==> config.mk <==
export PLATFORM = sky130hd
export DESIGN_NAME = rgb565_mip_chain_builder
export DESIGN_NICKNAME = d
export VERILOG_FILES = /design/src/rtl/core/rmc_pkg.sv /design/src/rtl/core/rgb565_mip_chain_builder.sv /design/src/rtl/core/rmc_ram.sv /design/src/rtl/core/rmc_mean.sv /design/src/rtl/core/rmc_walk.sv /design/src/rtl/core/rmc_obuf.sv
export SDC_FILE = /design/constraint.sdc
export NUM_CORES = 2
export LEC_CHECK = 0
export BUFFER_PORTS_ARGS = -buffer_cell sky130_fd_sc_hd__buf_2
export CAP_MARGIN = 30
export CORE_ASPECT_RATIO = 1.2
export CORE_MARGIN = 8
export CORE_UTILIZATION = 30
export DETAILED_ROUTE_END_ITERATION = 8
export PLACE_DENSITY = 0.51
export SETUP_SLACK_MARGIN = 0.2
export SYNTH_ARGS = -nofsm -noshare
export SYNTH_HDL_FRONTEND = slang
export SYNTH_SLANG_ARGS = --single-unit
==> constraint.sdc <==
create_clock -name clk -period 12.76 [get_ports clk]
set_input_delay 3.19 -clock clk [delete_from_list [all_inputs] [get_ports clk]]
set_output_delay 3.19 -clock clk [all_outputs]
set_load 0.02 [all_outputs]
==> src/rtl/core/rmc_pkg.sv <==
`timescale 1ns / 1ps
// ----------------------------------------------------------------------------
// rmc_pkg
// Shared sizes, types and channel arithmetic for the RGB565 mip chain builder.
// ----------------------------------------------------------------------------
package rmc_pkg;

	localparam int BASE_SIZE = 128;
	localparam int LEVELS    = 4;

	localparam int CNT_W   = $clog2(BASE_SIZE);
	localparam int ADDR_W  = CNT_W;
	localparam int LVL_W   = $clog2(LEVELS);
	localparam int PIX_W   = 16;
	localparam int PSUM_W  = 19;
	localparam int COORD_W = 7;
	localparam int OLVL_W  = 2;

	// smallest level: side length and the shift that divides its sums by its pixel count
	localparam int LAST_SIZE = ((BASE_SIZE >> (LEVELS - 1)) > 0) ?
		(BASE_SIZE >> (LEVELS - 1)) : 1;
	localparam int MEAN_SH   = 2 * $clog2(LAST_SIZE);
	localparam int RED_TW    = 5 + MEAN_SH;
	localparam int GRN_TW    = 6 + MEAN_SH;
	localparam int BLU_TW    = 5 + MEAN_SH;

	typedef logic [CNT_W-1:0]   cnt_t;
	typedef logic [ADDR_W-1:0]  addr_t;
	typedef logic [LVL_W-1:0]   lvl_t;
	typedef logic [PIX_W-1:0]   pix_t;
	typedef logic [PSUM_W-1:0]  psum_t;
	typedef logic [COORD_W-1:0] coord_t;
	typedef logic [OLVL_W-1:0]  olvl_t;

	localparam lvl_t LAST_LVL   = lvl_t'(LEVELS - 1);
	localparam lvl_t ENTRY_FULL = lvl_t'(0);
	localparam lvl_t ENTRY_HALF = lvl_t'(1);

	typedef struct packed {
		olvl_t  level;
		coord_t col;
		coord_t row;
		pix_t   pix;
		logic   is_mean;
		logic   last;
	} res_t;

	typedef struct packed {
		logic add;
		logic clr;
		pix_t pix;
	} mean_ctl_t;

	// largest column/row index of a level
	function automatic cnt_t lvl_last(lvl_t l);
		int s;
		s = BASE_SIZE >> l;
		if (s < 1) begin
			s = 1;
		end
		return cnt_t'(s - 1);
	endfunction

	// first line-buffer entry of the pair sums that feed level l+1
	function automatic addr_t region_base(lvl_t l);
		return addr_t'(BASE_SIZE - (BASE_SIZE >> l));
	endfunction

	// horizontal pair sum: red 18-13, green 12-6, blue 5-0
	function automatic psum_t pair_sum(pix_t a, pix_t b);
		logic [5:0] r;
		logic [6:0] g;
		logic [5:0] bl;
		r  = {1'b0, a[15:11]} + {1'b0, b[15:11]};
		g  = {1'b0, a[10:5]}  + {1'b0, b[10:5]};
		bl = {1'b0, a[4:0]}   + {1'b0, b[4:0]};
		return {r, g, bl};
	endfunction

	// 2x2 average from the pair sums of two rows, truncated
	function automatic pix_t quad_avg(psum_t s1, psum_t s2);
		logic [6:0] r;
		logic [7:0] g;
		logic [6:0] bl;
		r  = {1'b0, s1[18:13]} + {1'b0, s2[18:13]};
		g  = {1'b0, s1[12:6]}  + {1'b0, s2[12:6]};
		bl = {1'b0, s1[5:0]}   + {1'b0, s2[5:0]};
		return {r[6:2], g[7:2], bl[6:2]};
	endfunction

endpackage

==> src/rtl/core/rgb565_mip_chain_builder.sv <==
`timescale 1ns / 1ps
// ----------------------------------------------------------------------------
// rgb565_mip_chain_builder
// Builds the 2x2 box-filtered mip chain of an RGB565 texture streamed in
// raster order, plus the mean colour of the smallest level.
// ----------------------------------------------------------------------------
// Usage:
//   Pixels enter on pixel_valid/pixel_ready, one per transfer, raster order.
//   Results leave on result_valid/result_ready with level, col, row,
//   pixel_out, is_mean and last; last marks the final result of a pixel.
//   cfg_wr_en/cfg_wr_data write half_size_input; the user must write it only
//   while the block is idle; the block does not enforce it. Each pixel causes
//   one result for its own level, one more per coarser pixel it completes
//   (one level per cycle through the pair-sum line buffer while the output
//   register has room), one for the mean, and four extra for the doubled
//   level-0 pixels in half-size mode. So 1 to 5 results at full size, 5 to 8
//   at half size; most full-size pixels cause a single result. The next pixel
//   is taken in the cycle the last result of the previous one is written to
//   the output register. A stalled receiver holds the output register and
//   stops the sequencer; no result is lost. Reset clears counters, totals and
//   the mode; the line buffer needs no clearing, every read follows a write
//   of the same entry.
// ----------------------------------------------------------------------------
module rgb565_mip_chain_builder (
	input  logic                  clk,
	input  logic                  arst_n,
	input  logic                  cfg_wr_en,
	input  logic                  cfg_wr_data,
	input  logic                  pixel_valid,
	output logic                  pixel_ready,
	input  logic [15:0]           pixel_in,
	output logic                  result_valid,
	input  logic                  result_ready,
	output logic [1:0]            level,
	output logic [6:0]            col,
	output logic [6:0]            row,
	output logic [15:0]           pixel_out,
	output logic                  is_mean,
	output logic                  last
);

	logic               slot_free;
	logic               push;
	rmc_pkg::res_t      res;
	rmc_pkg::res_t      res_q;
	rmc_pkg::mean_ctl_t mean_ctl;
	rmc_pkg::pix_t      mean_pix;

	rmc_walk u_walk (
		.clk         (clk),
		.arst_n      (arst_n),
		.cfg_wr_en   (cfg_wr_en),
		.cfg_wr_data (cfg_wr_data),
		.pixel_valid (pixel_valid),
		.pixel_ready (pixel_ready),
		.pixel_in    (pixel_in),
		.slot_free   (slot_free),
		.push        (push),
		.res         (res),
		.mean_ctl    (mean_ctl),
		.mean_pix    (mean_pix)
	);

	rmc_mean u_mean (
		.clk    (clk),
		.arst_n (arst_n),
		.ctl    (mean_ctl),
		.mean   (mean_pix)
	);

	rmc_obuf u_obuf (
		.clk          (clk),
		.arst_n       (arst_n),
		.push         (push),
		.res          (res),
		.slot_free    (slot_free),
		.result_valid (result_valid),
		.result_ready (result_ready),
		.res_q        (res_q)
	);

	assign level     = res_q.level;
	assign col       = res_q.col;
	assign row       = res_q.row;
	assign pixel_out = res_q.pix;
	assign is_mean   = res_q.is_mean;
	assign last      = res_q.last;

endmodule

==> src/rtl/core/rmc_ram.sv <==
`timescale 1ns / 1ps
// ----------------------------------------------------------------------------
// rmc_ram
// Simple dual-port RAM, one write and one read port, registered read data.
// ----------------------------------------------------------------------------
module rmc_ram #(
	parameter int WIDTH = 19,
	parameter int DEPTH = 128
) (
	input  logic                     clk,
	input  logic                     we,
	input  logic [$clog2(DEPTH)-1:0] waddr,
	input  logic [WIDTH-1:0]         wdata,
	input  logic                     re,
	input  logic [$clog2(DEPTH)-1:0] raddr,
	output logic [WIDTH-1:0]         rdata
);

	logic [WIDTH-1:0] mem [DEPTH];

	always_ff @(posedge clk) begin
		if (we) begin
			mem[waddr] <= wdata;
		end
		if (re) begin
			rdata <= mem[raddr];
		end
	end

endmodule

==> src/rtl/core/rmc_mean.sv <==
`timescale 1ns / 1ps
// ----------------------------------------------------------------------------
// rmc_mean
// Per-channel totals over the smallest level and its mean colour.
// ----------------------------------------------------------------------------
module rmc_mean (
	input  logic              clk,
	input  logic              arst_n,
	input  rmc_pkg::mean_ctl_t ctl,
	output rmc_pkg::pix_t     mean
);

	logic [rmc_pkg::RED_TW-1:0] red_q;
	logic [rmc_pkg::GRN_TW-1:0] grn_q;
	logic [rmc_pkg::BLU_TW-1:0] blu_q;

	always_ff @(posedge clk or negedge arst_n) begin
		if (!arst_n) begin
			red_q <= '0;
			grn_q <= '0;
			blu_q <= '0;
		end else if (ctl.clr) begin
			red_q <= '0;
			grn_q <= '0;
			blu_q <= '0;
		end else if (ctl.add) begin
			red_q <= red_q + rmc_pkg::RED_TW'(ctl.pix[15:11]);
			grn_q <= grn_q + rmc_pkg::GRN_TW'(ctl.pix[10:5]);
			blu_q <= blu_q + rmc_pkg::BLU_TW'(ctl.pix[4:0]);
		end
	end

	assign mean = {red_q[rmc_pkg::MEAN_SH +: 5], grn_q[rmc_pkg::MEAN_SH +: 6],
		blu_q[rmc_pkg::MEAN_SH +: 5]};

endmodule

==> src/rtl/core/rmc_walk.sv <==
`timescale 1ns / 1ps
// ----------------------------------------------------------------------------
// rmc_walk
// Per-pixel sequencer, one result per cycle while the output slot is free:
// half-size level-0 doubles, mip levels via the pair-sum line buffer, mean.
// ----------------------------------------------------------------------------
module rmc_walk (
	input  logic               clk,
	input  logic               arst_n,
	input  logic               cfg_wr_en,
	input  logic               cfg_wr_data,
	input  logic               pixel_valid,
	output logic               pixel_ready,
	input  rmc_pkg::pix_t      pixel_in,
	input  logic               slot_free,
	output logic               push,
	output rmc_pkg::res_t      res,
	output rmc_pkg::mean_ctl_t mean_ctl,
	input  rmc_pkg::pix_t      mean_pix
);

	localparam logic [1:0] ST_IDLE = 2'd0;
	localparam logic [1:0] ST_DBL  = 2'd1;
	localparam logic [1:0] ST_LVL  = 2'd2;
	localparam logic [1:0] ST_MEAN = 2'd3;

	localparam logic [1:0] DBL_LAST = 2'd3;

	logic [1:0]            state_q;
	logic [1:0]            dbl_q;
	rmc_pkg::lvl_t         lvl_q;
	rmc_pkg::pix_t         pix_q;
	logic                  avg_sel_q;
	logic                  half_q;
	rmc_pkg::psum_t        sum_s1;
	rmc_pkg::cnt_t         col_cnt_q [rmc_pkg::LEVELS];
	rmc_pkg::cnt_t         row_cnt_q [rmc_pkg::LEVELS];
	rmc_pkg::pix_t         pend_q    [rmc_pkg::LEVELS];

	logic                  active;
	logic                  fire;
	logic                  done;
	logic                  accept;
	rmc_pkg::cnt_t         cur_c;
	rmc_pkg::cnt_t         cur_r;
	rmc_pkg::cnt_t         half_c;
	rmc_pkg::cnt_t         half_r;
	logic                  c_last;
	logic                  r_last;
	logic                  top_lvl;
	logic                  cascade;
	logic                  to_mean;
	rmc_pkg::pix_t         cur_p;
	rmc_pkg::psum_t        new_sum;
	rmc_pkg::addr_t        addr;
	logic                  ram_we;
	logic                  ram_re;
	rmc_pkg::psum_t        ram_rdata;

	rmc_ram #(
		.WIDTH(rmc_pkg::PSUM_W),
		.DEPTH(rmc_pkg::BASE_SIZE)
	) u_line (
		.clk   (clk),
		.we    (ram_we),
		.waddr (addr),
		.wdata (new_sum),
		.re    (ram_re),
		.raddr (addr),
		.rdata (ram_rdata)
	);

	always_comb begin
		active  = state_q != ST_IDLE;
		fire    = active && slot_free;
		cur_c   = col_cnt_q[lvl_q];
		cur_r   = row_cnt_q[lvl_q];
		half_c  = col_cnt_q[rmc_pkg::ENTRY_HALF];
		half_r  = row_cnt_q[rmc_pkg::ENTRY_HALF];
		c_last  = cur_c == rmc_pkg::lvl_last(lvl_q);
		r_last  = cur_r == rmc_pkg::lvl_last(lvl_q);
		top_lvl = lvl_q == rmc_pkg::LAST_LVL;
		// a pixel coming up from the level above arrives as its 2x2 average
		cur_p   = avg_sel_q ? rmc_pkg::quad_avg(ram_rdata, sum_s1) : pix_q;
		new_sum = rmc_pkg::pair_sum(pend_q[lvl_q], cur_p);
		addr    = rmc_pkg::region_base(lvl_q) + rmc_pkg::addr_t'(cur_c >> 1);
		cascade = !top_lvl && cur_c[0] && cur_r[0];
		to_mean = top_lvl && c_last && r_last;

		case (state_q)
			ST_DBL:  done = 1'b0;
			ST_LVL:  done = !cascade && !to_mean;
			ST_MEAN: done = 1'b1;
			default: done = 1'b0;
		endcase

		res.is_mean = 1'b0;
		res.last    = done;
		case (state_q)
			ST_DBL: begin
				res.level = '0;
				res.col   = rmc_pkg::coord_t'({half_c, dbl_q[0]});
				res.row   = rmc_pkg::coord_t'({half_r, dbl_q[1]});
				res.pix   = pix_q;
			end
			ST_MEAN: begin
				res.level   = rmc_pkg::olvl_t'(rmc_pkg::LAST_LVL);
				res.col     = '0;
				res.row     = '0;
				res.pix     = mean_pix;
				res.is_mean = 1'b1;
			end
			default: begin
				res.level = rmc_pkg::olvl_t'(lvl_q);
				res.col   = rmc_pkg::coord_t'(cur_c);
				res.row   = rmc_pkg::coord_t'(cur_r);
				res.pix   = cur_p;
			end
		endcase

		push        = fire;
		pixel_ready = !active || (fire && done);
		accept      = pixel_valid && pixel_ready;

		ram_we = fire && (state_q == ST_LVL) && !top_lvl && cur_c[0] && !cur_r[0];
		ram_re = fire && (state_q == ST_LVL) && cascade;

		mean_ctl.add = fire && (state_q == ST_LVL) && top_lvl;
		mean_ctl.clr = fire && (state_q == ST_MEAN);
		mean_ctl.pix = cur_p;
	end

	// payload: no reset
	always_ff @(posedge clk) begin
		if (accept) begin
			pix_q <= pixel_in;
		end
		if (fire && (state_q == ST_LVL)) begin
			if (!top_lvl && !cur_c[0]) begin
				pend_q[lvl_q] <= cur_p;
			end
			if (cascade) begin
				sum_s1 <= new_sum;
			end
		end
	end

	always_ff @(posedge clk or negedge arst_n) begin
		if (!arst_n) begin
			state_q   <= ST_IDLE;
			dbl_q     <= '0;
			lvl_q     <= '0;
			avg_sel_q <= 1'b0;
			half_q    <= 1'b0;
			for (int i = 0; i < rmc_pkg::LEVELS; i++) begin
				col_cnt_q[i] <= '0;
				row_cnt_q[i] <= '0;
			end
		end else begin
			if (cfg_wr_en) begin
				half_q <= cfg_wr_data;
			end
			if (fire) begin
				case (state_q)
					ST_DBL: begin
						dbl_q <= dbl_q + 2'd1;
						if (dbl_q == DBL_LAST) begin
							state_q   <= ST_LVL;
							lvl_q     <= rmc_pkg::ENTRY_HALF;
							avg_sel_q <= 1'b0;
						end
					end
					ST_LVL: begin
						if (c_last) begin
							col_cnt_q[lvl_q] <= '0;
							row_cnt_q[lvl_q] <= r_last ? '0 : cur_r + rmc_pkg::cnt_t'(1);
						end else begin
							col_cnt_q[lvl_q] <= cur_c + rmc_pkg::cnt_t'(1);
						end
						if (cascade) begin
							lvl_q     <= lvl_q + rmc_pkg::lvl_t'(1);
							avg_sel_q <= 1'b1;
						end else if (to_mean) begin
							state_q <= ST_MEAN;
						end
					end
					default: begin
					end
				endcase
			end
			if (accept) begin
				avg_sel_q <= 1'b0;
				dbl_q     <= '0;
				if (half_q) begin
					state_q <= ST_DBL;
					lvl_q   <= rmc_pkg::ENTRY_HALF;
				end else begin
					state_q <= ST_LVL;
					lvl_q   <= rmc_pkg::ENTRY_FULL;
				end
			end else if (fire && done) begin
				state_q <= ST_IDLE;
			end
		end
	end

endmodule

==> src/rtl/core/rmc_obuf.sv <==
`timescale 1ns / 1ps
// ----------------------------------------------------------------------------
// rmc_obuf
// Result output register; frees its slot in the cycle the receiver takes it.
// ----------------------------------------------------------------------------
module rmc_obuf (
	input  logic          clk,
	input  logic          arst_n,
	input  logic          push,
	input  rmc_pkg::res_t res,
	output logic          slot_free,
	output logic          result_valid,
	input  logic          result_ready,
	output rmc_pkg::res_t res_q
);

	logic valid_q;

	assign slot_free    = !valid_q || result_ready;
	assign result_valid = valid_q;

	always_ff @(posedge clk or negedge arst_n) begin
		if (!arst_n) begin
			valid_q <= 1'b0;
		end else if (slot_free) begin
			valid_q <= push;
		end
	end

	always_ff @(posedge clk) begin
		if (push && slot_free) begin
			res_q <= res;
		end
	end

endmodule

==> flow_summary_export.csv <==
group,metric,value,unit
synthesis,ys.flop_type,"edfxtp_1",
timing,setup_viol,0,
clock_tree,path_clk_slew,0.06,ns
timing,fmax,126,MHz
synthesis,synthDistinctLibCells,90,
global_routing,antenna_found_initial,30,
job,maxCapViolations,0,
clock_tree,post_cts.repair.setup_buffers,0,
finish,nNetsFinal,6422,
global_routing,grt_overflow,0,
finish,finalNonFillerCells,11200,
global_routing,grt_pass1_wl,512,mm
worst_setup_path,startpoint_type,"flop",
timing,hold_viol,0,
placed_design,hpwl,228,mm
finish,area_growth,16.4,%
worst_setup_path,cp_top_family,"multiplexers",
timing,fin_tns_setup,0,ns
worst_setup_path,critical_path_arrival,4.76,ns
min_path,hold_class,"flop to flop",
clock_tree,clk_latency,0.86,ns
clock_tree,hold_buffers,0,
status,status,"complete, no violations",
global_routing,grt_pass1_vias,60600,
route,via_per_inst,5.57,
worst_setup_path,cp_slowest_stage_delay,1.07,ns
floorplanning,dieArea,0.369,sq mm
floorplanning,rows,238,
floorplanning,coreArea,0.349,sq mm
worst_setup_path,crit_chain,"buf_4 -> mux4_4 -> nor3_4 -> nand2_1 -> a21oi_1 -> a41oi_1 -> or2_2 -> buf_2",
synthesis,synth_warnings,0,
worst_setup_path,cp_num_buf_inv,2,
route,wl_per_cell,33.5,um
clock_tree,cts_root_buf,"clkbuf_16",
clock_tree,cts_resized,0,
timing,period_share,62.3,%
timing,fin_crit,7.95,ns
floorplanning,die_width,556,um
clock_tree,cts.sinks,2689,
route,vias,62600,
synthesis,synth_edf_count,2584,
floorplanning,initial_utilization,30.1,%
floorplanning,die_h,664,um
worst_setup_path,criticalPathCategory,"flop to output port",
placed_design,port_buffers,57,
synthesis,yosysSeqAreaShare,76.5,%
finish,final_cell_mix,"edfxtp_1 (2,584), a22oi_1 (458), clkbuf_16 (289), buf_4 (279), mux2i_1 (232)",
global_routing,grt_start_max_net_pins,130,
worst_setup_path,crit_path_end_kind,"output port",
route,wirelength,376,mm
route,drc,0,
global_routing,grt_use_total,19.5,%
clock_tree,clockBufferDepth,4,
worst_setup_path,crit_slowest_cell,"mux4_4",
clock_tree,cts_buffers,280,
synthesis,syn_area,0.105,sq mm
finish,layout_commonest_cell,"edfxtp_1",
synthesis,synthesis.instances,6019,
worst_setup_path,crit_fanout,34,
floorplanning,ios,58,
synthesis,async_flop_share,3.90,%
synthesis,avgSynthCellArea,17.4,sq um
finish,fillerInstances,33000,
timing,slew_viol_final,0,
worst_setup_path,cp.required,9.57,ns
timing,skew,0.0728,ns
timing,worst_pin_slew,1.27,ns
clock_tree,cts_tree,"yes",
route,dr.pass1.iters,6,
timing,rsz0062_at_grt,"no",
placed_design,dpl.cell_count,10700,
clock_tree,cts_max_level,5,
placed_design,gp_congestion,0.916,
synthesis,ys_ff_latch,2689,
route,drt_iter0_drc,8284,
finish,layout-drive-gt1-share,20.1,%
finish,utilization,35.0,%
timing,relSlewSlack,15.3,%
route,ant_nets,0,
## state kept, by name (all words and copies together), names as in the netlist
signal,flops
u_mean.blu_q,13
u_walk.half_q,1
u_walk.lvl_q,2
u_walk.pend_q,64
u_walk.avg_sel_q,1
u_walk.pix_q,16
u_walk.row_cnt_q,21
u_obuf.res_q,34
u_walk.dbl_q,2
u_obuf.result_valid,1
u_walk.half_r,7
u_walk.sum_s1,19
u_mean.grn_q,14
u_walk.u_line.mem,2432
u_walk.half_c,7
u_walk.u_line.rdata,19
u_walk.state_q,2
u_walk.col_cnt_q,21
u_mean.red_q,13
## metal layers
layer / part of all wire, % / GRT usage [%]
met1: 39 / 25.3
met2: 46 / 30.7
met3: 9.0 / 3.76
met4: 6.8 / 11.1
met5: 0.035 / 0
## worst min-delay path, stage by stage, from the launching register on
cell and delay, ns:
dfrtp_1 0.34, nand2_1 0.05, o31ai_1 0.05
## worst paths after layout
kind | from | end | slack, ns | cells past startpoint
max | u_walk.lvl_q[0]$_DFFE_PN0P_ | pixel_ready | 4.81 | 8
min | u_walk.col_cnt_q[13]$_DFFE_PN0P_ | u_walk.col_cnt_q[13]$_DFFE_PN0P_ | 0.48 | 2
max reg2reg | u_walk.lvl_q[0]$_DFFE_PN0P_ | u_walk.u_line.rdata[16]$_DFFE_PP_ | 6.48 | 11
min reg2reg | u_walk.col_cnt_q[13]$_DFFE_PN0P_ | u_walk.col_cnt_q[13]$_DFFE_PN0P_ | 0.48 | 2
max in group asynchronous | arst_n | u_walk.lvl_q[1]$_DFFE_PN0P_ | 9.16 | 2
min in group asynchronous | arst_n | u_walk.row_cnt_q[11]$_DFFE_PN0P_ | 2.43 | 1
## Yosys cell counts, drive strengths merged (24+ instances only)
cell type,n,area [sq um]
nor3,31,166
o2bb2ai,59,517
a22o,59,517
o22ai,57,357
edfxtp,2584,77600
a31oi,33,206
mux2i,233,2330
nor2,253,957
nor2b,27,169
a32oi,30,263
a221oi,164,1440
xor2,26,228
a41oi,40,350
xnor2,36,315
a221o,39,390
a211oi,34,260
ha,63,788
dfrtp,105,2630
nand3,43,215
clkbuf,156,586
o21ai,128,641
inv,49,184
a2111oi,25,244
a21o,24,180
a22oi,458,3440
nand4,34,213
a21oi,155,776
mux4,70,1580
nand2,229,867
buf,238,1340
mux2,226,2550
## kinds of logic (layout without fill, tap and decap cells)
kind of cell             after synthesis  after routing  synth area share (%)
AO/OA/AOI/OAI                       1474           1474                  10.5
XOR/XNOR                              62             62                 0.518
AND/OR/NAND/NOR                      751            751                  3.42
multiplexers                         529            529                  6.16
buffers and inverters                444            947                  2.01
adder cells (fa/ha/maj)               69             69                 0.866
other                                  1             37               0.00357
flip-flops                          2689           2689                  76.5
## layout make-up
cell class	instances	area (sq um)	share of cell area, %
flip-flops and latches	2689	80200	65.7
multi-input cells	2901	23300	19.1
clock buffers	348	7450	6.10
well taps	4680	5860	4.80
repair buffers	409	3700	3.03
clock inverters	140	1270	1.04
inverters	50	203	0.166
diodes	21	52.6	0.0430
## metrics by stage
| stage | hold slack (ns) | setup slack (ns) | area (sq um) |
|---|---|---|---|
| after global routing | 0.513 | 4.56 | 122000 |
| final | 0.475 | 4.81 | 122000 |
| after global placement | 0.456 | 4.89 | 112000 |
| after CTS | 0.475 | 4.80 | 122000 |
| after detailed placement | 0.460 | 4.91 | 113000 |
| after floorplan | 0.443 | 4.23 | 105000 |
Power is left out: the tool's default activity adds up to more than one toggle a clock period on the data nets, which glitch-free logic cannot reach.
